[src/hw/rtl/fbfla_pkg.sv]
// ----------------------------------------------------------------------------
// fbfla_pkg
// Shared types and constants for the fixed block free list allocator.
// ----------------------------------------------------------------------------
package fbfla_pkg;

   localparam int MAX_BLOCKS_DEFAULT = 256;

   localparam int CMD_W       = 2;
   localparam int IDX_W       = 8;
   localparam int COUNT_W     = 9;
   localparam int BYTES_W     = 16;
   localparam int BYTE_CNT_W  = 24;
   localparam int STATUS_W    = 2;
   localparam int CSR_INDEX_W = 2;
   localparam int CSR_DATA_W  = 16;
   localparam int QUEUE_DEPTH = 2;

   localparam logic [BYTES_W-1:0] MIN_BLOCK_BYTES = 16'd8;
   localparam logic [COUNT_W-1:0] RESET_BLOCK_COUNT = 9'd256;
   localparam logic [BYTES_W-1:0] RESET_BLOCK_BYTES = 16'd16;

   localparam logic [CMD_W-1:0] CMD_ALLOC = 2'd0;
   localparam logic [CMD_W-1:0] CMD_FREE  = 2'd1;
   localparam logic [CMD_W-1:0] CMD_CLEAR = 2'd2;

   localparam logic [STATUS_W-1:0] STATUS_OK       = 2'd0;
   localparam logic [STATUS_W-1:0] STATUS_EMPTY    = 2'd1;
   localparam logic [STATUS_W-1:0] STATUS_BAD_FREE = 2'd2;

   localparam logic [CSR_INDEX_W-1:0] REG_BLOCK_COUNT = 2'd0;
   localparam logic [CSR_INDEX_W-1:0] REG_BLOCK_BYTES = 2'd1;

   typedef enum logic [2:0] {
      OP_ALLOC,
      OP_FREE,
      OP_BAD_FREE,
      OP_CLEAR,
      OP_NOP
   } op_type;

   typedef struct packed {
      op_type             op;
      logic [IDX_W-1:0]   index;
   } op_entry_type;

endpackage

[src/hw/rtl/fbfla_front.sv]
// ----------------------------------------------------------------------------
// fbfla_front
// Accepts request items, decodes the command and range-checks free indexes.
// ----------------------------------------------------------------------------
module fbfla_front #(
   parameter int MAX_BLOCKS = fbfla_pkg::MAX_BLOCKS_DEFAULT
) (
   input  logic                                 clock,
   input  logic                                 reset,
   input  logic                                 req_valid,
   output logic                                 req_ready,
   input  logic [fbfla_pkg::CMD_W-1:0]          req_command,
   input  logic [fbfla_pkg::IDX_W-1:0]          req_block_index,
   input  logic [$clog2(MAX_BLOCKS+1)-1:0]      eff_count,
   output logic                                 push_valid,
   input  logic                                 push_ready,
   output fbfla_pkg::op_entry_type              push_entry
);
   import fbfla_pkg::*;

   logic         stage_valid_ff, stage_valid_in;
   op_entry_type stage_entry_ff, stage_entry_in;
   op_entry_type decoded;
   logic         accept;

   always_comb begin
      decoded.index = req_block_index;
      case (req_command)
         CMD_ALLOC: decoded.op = OP_ALLOC;
         CMD_FREE: begin
            if (32'(req_block_index) >= 32'(eff_count)) decoded.op = OP_BAD_FREE;
            else decoded.op = OP_FREE;
         end
         CMD_CLEAR: decoded.op = OP_CLEAR;
         default: decoded.op = OP_NOP;
      endcase
   end

   assign req_ready  = !stage_valid_ff || push_ready;
   assign accept     = req_valid && req_ready;
   assign push_valid = stage_valid_ff;
   assign push_entry = stage_entry_ff;

   always_comb begin
      stage_valid_in = stage_valid_ff;
      stage_entry_in = stage_entry_ff;
      if (push_ready) stage_valid_in = 1'b0;
      if (accept) begin
         stage_valid_in = 1'b1;
         stage_entry_in = decoded;
      end
   end

   always_ff @(posedge clock) begin
      if (reset) begin
         stage_valid_ff <= 1'b0;
      end else begin
         stage_valid_ff <= stage_valid_in;
      end
      stage_entry_ff <= stage_entry_in;
   end

endmodule

[src/hw/rtl/fbfla_queue.sv]
// ----------------------------------------------------------------------------
// fbfla_queue
// Short FIFO of decoded items between the front and back parts.
// ----------------------------------------------------------------------------
module fbfla_queue (
   input  logic                     clock,
   input  logic                     reset,
   input  logic                     push_valid,
   output logic                     push_ready,
   input  fbfla_pkg::op_entry_type  push_entry,
   output logic                     pop_valid,
   input  logic                     pop_ready,
   output fbfla_pkg::op_entry_type  pop_entry
);
   import fbfla_pkg::*;

   localparam int PTR_W = (QUEUE_DEPTH > 1) ? $clog2(QUEUE_DEPTH) : 1;
   localparam int CNT_W = $clog2(QUEUE_DEPTH + 1);
   localparam logic [PTR_W-1:0] LAST_PTR = PTR_W'(QUEUE_DEPTH - 1);

   op_entry_type     slots_ff [QUEUE_DEPTH];
   logic [PTR_W-1:0] wr_ptr_ff, wr_ptr_in;
   logic [PTR_W-1:0] rd_ptr_ff, rd_ptr_in;
   logic [CNT_W-1:0] count_ff, count_in;
   logic             do_push, do_pop;

   assign push_ready = (count_ff != CNT_W'(QUEUE_DEPTH));
   assign pop_valid  = (count_ff != '0);
   assign pop_entry  = slots_ff[rd_ptr_ff];
   assign do_push    = push_valid && push_ready;
   assign do_pop     = pop_valid && pop_ready;

   always_comb begin
      wr_ptr_in = wr_ptr_ff;
      rd_ptr_in = rd_ptr_ff;
      count_in  = count_ff;
      if (do_push) wr_ptr_in = (wr_ptr_ff == LAST_PTR) ? '0 : wr_ptr_ff + PTR_W'(1);
      if (do_pop) rd_ptr_in = (rd_ptr_ff == LAST_PTR) ? '0 : rd_ptr_ff + PTR_W'(1);
      if (do_push && !do_pop) count_in = count_ff + CNT_W'(1);
      else if (do_pop && !do_push) count_in = count_ff - CNT_W'(1);
   end

   always_ff @(posedge clock) begin
      if (reset) begin
         wr_ptr_ff <= '0;
         rd_ptr_ff <= '0;
         count_ff  <= '0;
      end else begin
         wr_ptr_ff <= wr_ptr_in;
         rd_ptr_ff <= rd_ptr_in;
         count_ff  <= count_in;
      end
      if (do_push) slots_ff[wr_ptr_ff] <= push_entry;
   end

endmodule

[src/hw/rtl/fbfla_back.sv]
// ----------------------------------------------------------------------------
// fbfla_back
// Executes decoded items on the link memory, keeps head and count, and
// builds the result item.
// ----------------------------------------------------------------------------
module fbfla_back #(
   parameter int MAX_BLOCKS = fbfla_pkg::MAX_BLOCKS_DEFAULT
) (
   input  logic                                 clock,
   input  logic                                 reset,
   input  logic [$clog2(MAX_BLOCKS+1)-1:0]      eff_count,
   input  logic [fbfla_pkg::BYTES_W-1:0]        eff_bytes,
   input  logic                                 relink,
   input  logic                                 pop_valid,
   output logic                                 pop_ready,
   input  fbfla_pkg::op_entry_type              pop_entry,
   output logic                                 rsp_valid,
   input  logic                                 rsp_ready,
   output logic [fbfla_pkg::IDX_W-1:0]          rsp_granted_index,
   output logic [fbfla_pkg::STATUS_W-1:0]       rsp_status,
   output logic [fbfla_pkg::COUNT_W-1:0]        rsp_allocated_blocks,
   output logic [fbfla_pkg::COUNT_W-1:0]        rsp_remaining_blocks,
   output logic [fbfla_pkg::BYTE_CNT_W-1:0]     rsp_allocated_bytes,
   output logic [fbfla_pkg::BYTE_CNT_W-1:0]     rsp_remaining_bytes
);
   import fbfla_pkg::*;

   localparam int CNT_W  = $clog2(MAX_BLOCKS + 1);
   localparam int ADDR_W = $clog2(MAX_BLOCKS);
   localparam int PROD_W = CNT_W + BYTES_W;
   localparam logic [CNT_W-1:0] LINK_NONE = CNT_W'(MAX_BLOCKS);

   typedef enum logic [2:0] {
      ST_SWEEP,
      ST_IDLE,
      ST_READ,
      ST_MUL,
      ST_OUT
   } state_type;

   logic [CNT_W-1:0] link_mem [MAX_BLOCKS];
   logic [CNT_W-1:0] rd_data_ff;
   logic             mem_we;
   logic [ADDR_W-1:0] mem_waddr;
   logic [CNT_W-1:0] mem_wdata;

   state_type         state_ff, state_in;
   logic [ADDR_W-1:0] sweep_ptr_ff, sweep_ptr_in;
   logic              sweep_pend_ff, sweep_pend_in;
   logic [CNT_W-1:0]  head_ff, head_in;
   logic [CNT_W-1:0]  alloc_ff, alloc_in;
   logic [CNT_W-1:0]  remain_ff, remain_in;
   logic [IDX_W-1:0]  granted_ff, granted_in;
   logic [STATUS_W-1:0] status_ff, status_in;
   logic [PROD_W-1:0] prod_alloc_ff, prod_alloc_in;
   logic [PROD_W-1:0] prod_remain_ff, prod_remain_in;

   logic                  rsp_valid_ff, rsp_valid_in;
   logic [IDX_W-1:0]      rsp_granted_ff, rsp_granted_in;
   logic [STATUS_W-1:0]   rsp_status_ff, rsp_status_in;
   logic [COUNT_W-1:0]    rsp_alloc_blk_ff, rsp_alloc_blk_in;
   logic [COUNT_W-1:0]    rsp_remain_blk_ff, rsp_remain_blk_in;
   logic [BYTE_CNT_W-1:0] rsp_alloc_byt_ff, rsp_alloc_byt_in;
   logic [BYTE_CNT_W-1:0] rsp_remain_byt_ff, rsp_remain_byt_in;

   logic [CNT_W-1:0] sweep_next;
   logic             sweep_done;

   assign sweep_next = CNT_W'(sweep_ptr_ff) + CNT_W'(1);
   assign sweep_done = (sweep_next >= eff_count);

   always_comb begin
      state_in          = state_ff;
      sweep_ptr_in      = sweep_ptr_ff;
      sweep_pend_in     = sweep_pend_ff;
      head_in           = head_ff;
      alloc_in          = alloc_ff;
      granted_in        = granted_ff;
      status_in         = status_ff;
      prod_alloc_in     = prod_alloc_ff;
      prod_remain_in    = prod_remain_ff;
      rsp_valid_in      = rsp_valid_ff;
      rsp_granted_in    = rsp_granted_ff;
      rsp_status_in     = rsp_status_ff;
      rsp_alloc_blk_in  = rsp_alloc_blk_ff;
      rsp_remain_blk_in = rsp_remain_blk_ff;
      rsp_alloc_byt_in  = rsp_alloc_byt_ff;
      rsp_remain_byt_in = rsp_remain_byt_ff;
      pop_ready         = 1'b0;
      mem_we            = 1'b0;
      mem_waddr         = sweep_ptr_ff;
      mem_wdata         = sweep_done ? LINK_NONE : sweep_next;

      if (rsp_valid_ff && rsp_ready) rsp_valid_in = 1'b0;

      unique case (state_ff)
         ST_SWEEP: begin
            mem_we       = 1'b1;
            sweep_ptr_in = sweep_ptr_ff + ADDR_W'(1);
            if (sweep_done) state_in = ST_IDLE;
         end
         ST_IDLE: begin
            pop_ready = 1'b1;
            if (pop_valid) begin
               granted_in = '0;
               status_in  = STATUS_OK;
               state_in   = ST_MUL;
               case (pop_entry.op)
                  OP_ALLOC: begin
                     if (head_ff == LINK_NONE || alloc_ff >= eff_count) begin
                        status_in = STATUS_EMPTY;
                     end else begin
                        granted_in = IDX_W'(head_ff);
                        state_in   = ST_READ;
                     end
                  end
                  OP_FREE: begin
                     if (alloc_ff == '0) begin
                        status_in = STATUS_BAD_FREE;
                     end else begin
                        mem_we    = 1'b1;
                        mem_waddr = ADDR_W'(pop_entry.index);
                        mem_wdata = head_ff;
                        head_in   = CNT_W'(pop_entry.index);
                        alloc_in  = alloc_ff - CNT_W'(1);
                     end
                  end
                  OP_BAD_FREE: status_in = STATUS_BAD_FREE;
                  OP_CLEAR: begin
                     head_in       = '0;
                     alloc_in      = '0;
                     sweep_pend_in = 1'b1;
                  end
                  default: ;
               endcase
            end
         end
         ST_READ: begin
            head_in  = rd_data_ff;
            alloc_in = alloc_ff + CNT_W'(1);
            state_in = ST_MUL;
         end
         ST_MUL: begin
            prod_alloc_in  = PROD_W'(alloc_ff) * PROD_W'(eff_bytes);
            prod_remain_in = PROD_W'(remain_ff) * PROD_W'(eff_bytes);
            state_in       = ST_OUT;
         end
         ST_OUT: begin
            if (!rsp_valid_ff || rsp_ready) begin
               rsp_valid_in      = 1'b1;
               rsp_granted_in    = granted_ff;
               rsp_status_in     = status_ff;
               rsp_alloc_blk_in  = COUNT_W'(alloc_ff);
               rsp_remain_blk_in = COUNT_W'(remain_ff);
               rsp_alloc_byt_in  = BYTE_CNT_W'(prod_alloc_ff);
               rsp_remain_byt_in = BYTE_CNT_W'(prod_remain_ff);
               sweep_ptr_in      = '0;
               sweep_pend_in     = 1'b0;
               state_in          = sweep_pend_ff ? ST_SWEEP : ST_IDLE;
            end
         end
         default: state_in = ST_IDLE;
      endcase

      if (relink) begin
         state_in      = ST_SWEEP;
         sweep_ptr_in  = '0;
         sweep_pend_in = 1'b0;
         head_in       = '0;
         alloc_in      = '0;
      end

      remain_in = (alloc_in <= eff_count) ? eff_count - alloc_in : '0;
   end

   always_ff @(posedge clock) begin
      if (reset) begin
         state_ff      <= ST_SWEEP;
         sweep_ptr_ff  <= '0;
         sweep_pend_ff <= 1'b0;
         head_ff       <= '0;
         alloc_ff      <= '0;
         rsp_valid_ff  <= 1'b0;
      end else begin
         state_ff      <= state_in;
         sweep_ptr_ff  <= sweep_ptr_in;
         sweep_pend_ff <= sweep_pend_in;
         head_ff       <= head_in;
         alloc_ff      <= alloc_in;
         rsp_valid_ff  <= rsp_valid_in;
      end
      remain_ff         <= remain_in;
      granted_ff        <= granted_in;
      status_ff         <= status_in;
      prod_alloc_ff     <= prod_alloc_in;
      prod_remain_ff    <= prod_remain_in;
      rsp_granted_ff    <= rsp_granted_in;
      rsp_status_ff     <= rsp_status_in;
      rsp_alloc_blk_ff  <= rsp_alloc_blk_in;
      rsp_remain_blk_ff <= rsp_remain_blk_in;
      rsp_alloc_byt_ff  <= rsp_alloc_byt_in;
      rsp_remain_byt_ff <= rsp_remain_byt_in;
   end

   // link memory: one write port, one registered read port at the head
   always_ff @(posedge clock) begin
      if (mem_we) link_mem[mem_waddr] <= mem_wdata;
      rd_data_ff <= link_mem[head_ff[ADDR_W-1:0]];
   end

   assign rsp_valid            = rsp_valid_ff;
   assign rsp_granted_index    = rsp_granted_ff;
   assign rsp_status           = rsp_status_ff;
   assign rsp_allocated_blocks = rsp_alloc_blk_ff;
   assign rsp_remaining_blocks = rsp_remain_blk_ff;
   assign rsp_allocated_bytes  = rsp_alloc_byt_ff;
   assign rsp_remaining_bytes  = rsp_remain_byt_ff;

endmodule

[src/hw/rtl/fixed_block_free_list_allocator_core.sv]
// ----------------------------------------------------------------------------
// fixed_block_free_list_allocator_core
// Pool allocator for equal-size blocks kept on a LIFO free list of links.
// ----------------------------------------------------------------------------
// Each request item gives exactly one response item, in order. A front stage
// decodes the command and feeds a two-entry queue; the back end then runs a
// free, clear or rejected command through the byte-count multiply and the
// response register, and a granted alloc first through a registered read of
// the link memory at the head; it takes no new item until the last one's
// response is registered. After reset, a block_count write or a clear command,
// the back end relinks the pool, writing one link memory entry per cycle for
// each block of the pool (256 after reset) before the next item is executed;
// requests are still queued meanwhile. Register writes are allowed only
// while no item is in flight.
module fixed_block_free_list_allocator_core #(
   parameter int MAX_BLOCKS = fbfla_pkg::MAX_BLOCKS_DEFAULT
) (
   input  logic                                 clock,
   input  logic                                 reset,
   input  logic                                 req_valid,
   output logic                                 req_ready,
   input  logic [fbfla_pkg::CMD_W-1:0]          req_command,
   input  logic [fbfla_pkg::IDX_W-1:0]          req_block_index,
   output logic                                 rsp_valid,
   input  logic                                 rsp_ready,
   output logic [fbfla_pkg::IDX_W-1:0]          rsp_granted_index,
   output logic [fbfla_pkg::STATUS_W-1:0]       rsp_status,
   output logic [fbfla_pkg::COUNT_W-1:0]        rsp_allocated_blocks,
   output logic [fbfla_pkg::COUNT_W-1:0]        rsp_remaining_blocks,
   output logic [fbfla_pkg::BYTE_CNT_W-1:0]     rsp_allocated_bytes,
   output logic [fbfla_pkg::BYTE_CNT_W-1:0]     rsp_remaining_bytes,
   input  logic                                 csr_write_enable,
   input  logic [fbfla_pkg::CSR_INDEX_W-1:0]    csr_index,
   input  logic [fbfla_pkg::CSR_DATA_W-1:0]     csr_write_data
);
   import fbfla_pkg::*;

   localparam int CNT_W = $clog2(MAX_BLOCKS + 1);

   logic [COUNT_W-1:0] block_count_ff, block_count_in;
   logic [BYTES_W-1:0] block_bytes_ff, block_bytes_in;
   logic [CNT_W-1:0]   eff_count;
   logic [BYTES_W-1:0] eff_bytes;
   logic               relink;

   logic         push_valid, push_ready;
   op_entry_type push_entry;
   logic         pop_valid, pop_ready;
   op_entry_type pop_entry;

   assign relink = csr_write_enable && (csr_index == REG_BLOCK_COUNT);

   always_comb begin
      block_count_in = block_count_ff;
      block_bytes_in = block_bytes_ff;
      if (csr_write_enable) begin
         unique case (csr_index)
            REG_BLOCK_COUNT: block_count_in = COUNT_W'(csr_write_data);
            REG_BLOCK_BYTES: block_bytes_in = BYTES_W'(csr_write_data);
            default: ;
         endcase
      end
   end

   always_ff @(posedge clock) begin
      if (reset) begin
         block_count_ff <= RESET_BLOCK_COUNT;
         block_bytes_ff <= RESET_BLOCK_BYTES;
      end else begin
         block_count_ff <= block_count_in;
         block_bytes_ff <= block_bytes_in;
      end
   end

   always_comb begin
      if (block_count_ff == '0) eff_count = CNT_W'(1);
      else if (32'(block_count_ff) > MAX_BLOCKS) eff_count = CNT_W'(MAX_BLOCKS);
      else eff_count = CNT_W'(block_count_ff);
   end

   assign eff_bytes = (block_bytes_ff < MIN_BLOCK_BYTES) ? MIN_BLOCK_BYTES : block_bytes_ff;

   fbfla_front #(
      .MAX_BLOCKS(MAX_BLOCKS)
   ) u_front (
      .clock           (clock),
      .reset           (reset),
      .req_valid       (req_valid),
      .req_ready       (req_ready),
      .req_command     (req_command),
      .req_block_index (req_block_index),
      .eff_count       (eff_count),
      .push_valid      (push_valid),
      .push_ready      (push_ready),
      .push_entry      (push_entry)
   );

   fbfla_queue u_queue (
      .clock      (clock),
      .reset      (reset),
      .push_valid (push_valid),
      .push_ready (push_ready),
      .push_entry (push_entry),
      .pop_valid  (pop_valid),
      .pop_ready  (pop_ready),
      .pop_entry  (pop_entry)
   );

   fbfla_back #(
      .MAX_BLOCKS(MAX_BLOCKS)
   ) u_back (
      .clock                (clock),
      .reset                (reset),
      .eff_count            (eff_count),
      .eff_bytes            (eff_bytes),
      .relink               (relink),
      .pop_valid            (pop_valid),
      .pop_ready            (pop_ready),
      .pop_entry            (pop_entry),
      .rsp_valid            (rsp_valid),
      .rsp_ready            (rsp_ready),
      .rsp_granted_index    (rsp_granted_index),
      .rsp_status           (rsp_status),
      .rsp_allocated_blocks (rsp_allocated_blocks),
      .rsp_remaining_blocks (rsp_remaining_blocks),
      .rsp_allocated_bytes  (rsp_allocated_bytes),
      .rsp_remaining_bytes  (rsp_remaining_bytes)
   );

endmodule

[config.mk]
export PLATFORM = sky130hd
export DESIGN_NAME = fixed_block_free_list_allocator_core
export DESIGN_NICKNAME = d
export VERILOG_FILES = /design/src/hw/rtl/fbfla_pkg.sv /design/src/hw/rtl/fbfla_front.sv /design/src/hw/rtl/fbfla_queue.sv /design/src/hw/rtl/fbfla_back.sv /design/src/hw/rtl/fixed_block_free_list_allocator_core.sv
export SDC_FILE = /design/constraint.sdc
export NUM_CORES = 2
export LEC_CHECK = 0
export BUFFER_PORTS_ARGS = -buffer_cell sky130_fd_sc_hd__buf_2
export CORE_MARGIN = 2
export CORE_UTILIZATION = 47
export CTS_CLUSTER_SIZE = 16
export DETAILED_ROUTE_END_ITERATION = 12
export GPL_TIMING_DRIVEN = 0
export REMOVE_ABC_BUFFERS = 1
export SETUP_SLACK_MARGIN = 0.5
export SYNTH_ARGS = -nofsm -noshare
export SYNTH_HDL_FRONTEND = slang
export SYNTH_HIERARCHICAL = 1
export SYNTH_SLANG_ARGS = --single-unit
export TNS_END_PERCENT = 10
[constraint.sdc]
create_clock -name clock -period 34.5 [get_ports clock]
set_input_delay 3.45 -clock clock [delete_from_list [all_inputs] [get_ports clock]]
set_output_delay 3.45 -clock clock [all_outputs]
set_load 0.02 [all_outputs]
==> key figures <==
Finish
  – NumNets Final: 6454
  – Layout cells sized above 1: 21.03%
  – Layout area overhead: 13.63%
  – Core Util, Final: 53.84%

Die
  – Chip height: 483.4 um
  – Initial cell density of the core: 47.38%
  – Die X: 483.4 um
  – CORE AREA: 227900 um^2
  – I/O pin cnt: 111
  – Rows: 175
  – Die ar.: 233700 um^2

Clocking
  – Post-CTS setup buffers: 0
  – H-tree Lvls: 5
  – Clock Latency Late Sink: 0.94 ns
  – Clock transition at path regs: 0.07 ns
  – CTS tree: built
  – Clock Sinks: 2551
  – Root buffer cell: clkbuf_16
  – Hold-fix buffers at CTS: 0
  – Number of buffers created by CTS: 278
  – Clock Path Buffers: 4
  – Post-CTS resize count: 0

Setup path
  – Buf+Inv Stages, Crit Path: 3
  – Startpoint Class: flop
  – Required time worst endpoint: 35.15 ns
  – CP Data Arrival Time: 8.09 ns
  – Crit path cell chain: nor4_2 > nand4_1 > and2_1 > nand2_1 > fa_1 > fa_1 > inv_1 > fa_1 > inv_1 > fa_1 > inv_1 > ha_1 > o41ai_1 > o21ai_0 > a2111oi_0 > o31ai_1 > a21oi_1 > xnor2_1
  – CP Capture Type: flop
  – CP Max Fanout: 20
  – Setup CP Type: flop to flop
  – Crit path max-delay family: compound AO/OA/AOI/OAI gates
  – Most Frequent Cell on Critical Path: fa_1
  – Crit-path slowest cell: dfxtp_1
  – Critical Path Max Stage Delay: 1.05 ns

Run status
  – Outcome: finished with violations
  – Failing checks: max-capacitance violations, max-slew violations

Yosys
  – Synth Instances: 5887
  – Syn avg cell area: 18.35 um^2
  – Synth area leader: edfxtp_1
  – Yosys warns: 6
  – Register bit total from synthesis: 2551
  – Top-area cell type share of the netlist area: 68.70%
  – Share of the yosys chip area belonging to registers: 70.18%
  – Unique cell type count in the Yosys netlist: 78
  – Post-synth EDFFs: 2471
  – Synth area leaders: edfxtp_1 69%, mux4_2 13%, fa_1 3.7%, dfxtp_1 1.5%, ha_1 1.4%
  – Netlist Area Pre-Place: 108000 um^2
  – FFs w/ async S/R, synth: 0%
  – Top FF cell, synth: edfxtp_1

STA
  – Clk_skew: 0.05138 ns
  – Fin crit period: 7.435 ns
  – Period Utilization, post-route: 21.55%
  – Final Hold Fails: 0
  – Final Setup Violations: 0
  – RSZ-0062 raised after global routing: false
  – Worst Tran Pin Value: 1.508 ns
  – Max-slew headroom: -0.7132%
  – Highest clock rate: 134.5 MHz
  – Slew Limit Fails: 6

Global route
  – Largest net degree at the start of global routing: 76
  – GR Util All Layers: 23.94%
  – Initial antenna violation count: 6
  – First-pass GRT wire length: 405900 um
  – Vias in the first global route: 56470
  – Total grt overflow: 0

Detailed routing
  – Post-route DRC: 0
  – Iteration-0 DRC count of the detailed router: 5982
  – Via density: 6.081
  – Routed length per placed instance: 30.24 um
  – Vias: 56510
  – Post-DRT Antenna Nets: 0
  – WL final: 281000 um
  – DRT Pass-1 Iters: 5

Power
  – Power, Total: 7.337 mW
  – Gate power share: 13.1%
  – Cell area power density: 59.78 nW/um^2
  – Clock network power share: 37.8%
  – Static leakage: 38.24 nW
  – Peak supply drop: 0.00004652 V
  – Switching fraction of total power: 25.08%
  – Internal power: 5.497 mW
  – NetSw: 1.840 mW
  – Register share of total power: 49.1%

Placed design
  – HPWL Detailed: 181700 um
  – RD Place Congestion: 0.8152
  – IO Port Bufs: 110

Run
  – Max_cap viols: 1

Worst hold path
  – Hold crit path type: flop to flop
registers in the layout, summed over array words and instances, names as in the netlist, 11 cells and up, named ones only:
| register | count |
|---|---|
| u_back/prod_remain_ff | 24 |
| u_back/prod_alloc_ff | 24 |
| u_front/push_entry | 11 |
| block_bytes_ff | 16 |
| u_back/link_mem | 2304 |
| u_queue/slots_ff | 22 |
| u_back/rsp_remaining_bytes | 24 |
| u_back/rsp_allocated_bytes | 24 |
synth_stat cells (6+ instances only):
| cell | number |
|---|---|
| a22oi_1 | 31 |
| nand4_1 | 8 |
| a2111oi_0 | 11 |
| buf_1 | 27 |
| o211ai_1 | 7 |
| and3_1 | 11 |
| and2_1 | 169 |
| buf_4 | 12 |
| fa_1 | 197 |
| nor3b_1 | 6 |
| buf_2 | 90 |
| o21a_1 | 8 |
| nand2b_1 | 37 |
| xnor2_1 | 40 |
| o21ai_0 | 86 |
| mux4_2 | 608 |
| inv_1 | 297 |
| o22ai_1 | 23 |
| or3_1 | 13 |
| o221ai_1 | 30 |
| ha_1 | 125 |
| a21oi_1 | 87 |
| edfxtp_1 | 2471 |
| nand3b_1 | 16 |
| nand3_1 | 42 |
| nor4_1 | 10 |
| a31oi_1 | 13 |
| a221oi_1 | 29 |
| a21oi_2 | 9 |
| nor3_1 | 41 |
| a211oi_1 | 23 |
| xor2_1 | 17 |
| clkbuf_1 | 190 |
| or2_2 | 13 |
| mux2i_1 | 149 |
| o31ai_1 | 11 |
| nand2_1 | 309 |
| nand2_2 | 9 |
| nor2b_1 | 28 |
| mux2_2 | 23 |
| dfxtp_1 | 80 |
| a211o_1 | 7 |
| a21o_1 | 22 |
| nor2_1 | 385 |
cell families (layout without fill, tap and decap cells):
family,after synthesis,count (layout),synth area share (%)
buffers and inverters,620,1014,2.330
other,0,3,0
DFF,2551,2551,70.18
muxes,780,780,14.30
adders and majority gates,322,322,5.099
AOI/OAI and AO/OA,444,444,2.813
xor gates and xnor gates,57,57,0.4622
and+or+nand+nor,1113,1113,4.814
final timing paths:
| path | start | to | slack, ns | cells after the start |
|---|---|---|---|---|
| worst max-delay path | block_bytes_ff[5]$_SDFFE_PP0P_ | u_back/prod_alloc_ff[23]$_DFFE_PP_ | 27.07 | 18 |
| worst min-delay path | u_back/prod_remain_ff[18]$_DFFE_PP_ | u_back/rsp_remaining_bytes[18]$_DFFE_PP_ | 0.42 | 0 |
| worst max register to register | block_bytes_ff[5]$_SDFFE_PP0P_ | u_back/prod_alloc_ff[23]$_DFFE_PP_ | 27.07 | 18 |
| worst min register to register | u_back/prod_remain_ff[18]$_DFFE_PP_ | u_back/rsp_remaining_bytes[18]$_DFFE_PP_ | 0.42 | 0 |
power by group through the flow:
stage / Sequential [mW] / Clock (mW) / Combinational [mW]
2_1_floorplan: 3.81 / 0 / 0.641
3_3_place_gp: 4.03 / 0 / 1.08
3_5_place_dp: 3.67 / 0 / 0.950
4_1_cts: 3.61 / 2.83 / 0.953
5_1_grt: 3.61 / 2.94 / 1.00
6_report: 3.61 / 2.77 / 0.958
stage by stage:
| step | std cells | setup slack [ns] | area [um^2] | hold WS, ns | setup TNS (ns) |
|---|---|---|---|---|---|
| finish | 9293 | 27.07 | 122700 | 0.4166 | 0 |
| global route | 9292 | 26.66 | 122700 | 0.4232 | 0 |
| CTS | 9288 | 27.02 | 122700 | 0.4179 | 0 |
| detailed placement | 8826 | 27.07 | 114400 | 0.4045 | 0 |
| global placement | 8684 | -21.27 | 110900 | 0.4012 | -9055.30 |
| floorplan | 5565 | 3.911 | 106600 | 0.4003 | 0 |
layout make-up:
class | instances | area [um^2]
Fill cell | 17620 | 105200
Sequential cell | 2551 | 75830
Clock inverter | 107 | 873.3
Tap cell | 3009 | 3765
Antenna cell | 3 | 7.507
Multi-Input combinational cell | 2716 | 29870
Clock buffer | 355 | 7403
Timing Repair Buffer | 254 | 3855
Inverter | 298 | 1126
worst register-to-register path, stage by stage, from the launching register on:
cell and delay (ns):
dfxtp_1 1.05, nor4_2 0.16, nand4_1 0.19, and2_1 0.85
nand2_1 0.20, fa_1 0.54, fa_1 0.50, inv_1 0.07
fa_1 0.49, inv_1 0.06, fa_1 0.47, inv_1 0.04
ha_1 0.21, o41ai_1 0.62, o21ai_0 0.39, a2111oi_0 0.88
o31ai_1 0.19, a21oi_1 0.22, xnor2_1 0.08
placed cells by master, fill, tap and decap left out, types with 111 or more instances in the layout:
master / Yosys / routed
and2_1: 169 / 167
buf_2: 90 / 111
clkbuf_16: 0 / 284
edfxtp_1: 2471 / 2471
fa_1: 197 / 197
ha_1: 125 / 125
inv_1: 297 / 295
mux2i_1: 149 / 149
mux4_2: 608 / 608
nand2_1: 309 / 309
nor2_1: 385 / 381
layer usage:
| layer | global-route usage (%) | vias up | part of all wire [%] |
|---|---|---|---|
| met3 | 4.417 | 484 | 8.2 |
| met1 | 35.05 | 30140 | 42 |
| met2 | 36.54 | 2500 | 46 |
| li1 | - | 23390 | - |
| met4 | 7.830 | 2 | 3.3 |
| met5 | 0 | - | 0.0039 |
Note: power is estimated with default switching activity, not from simulation.
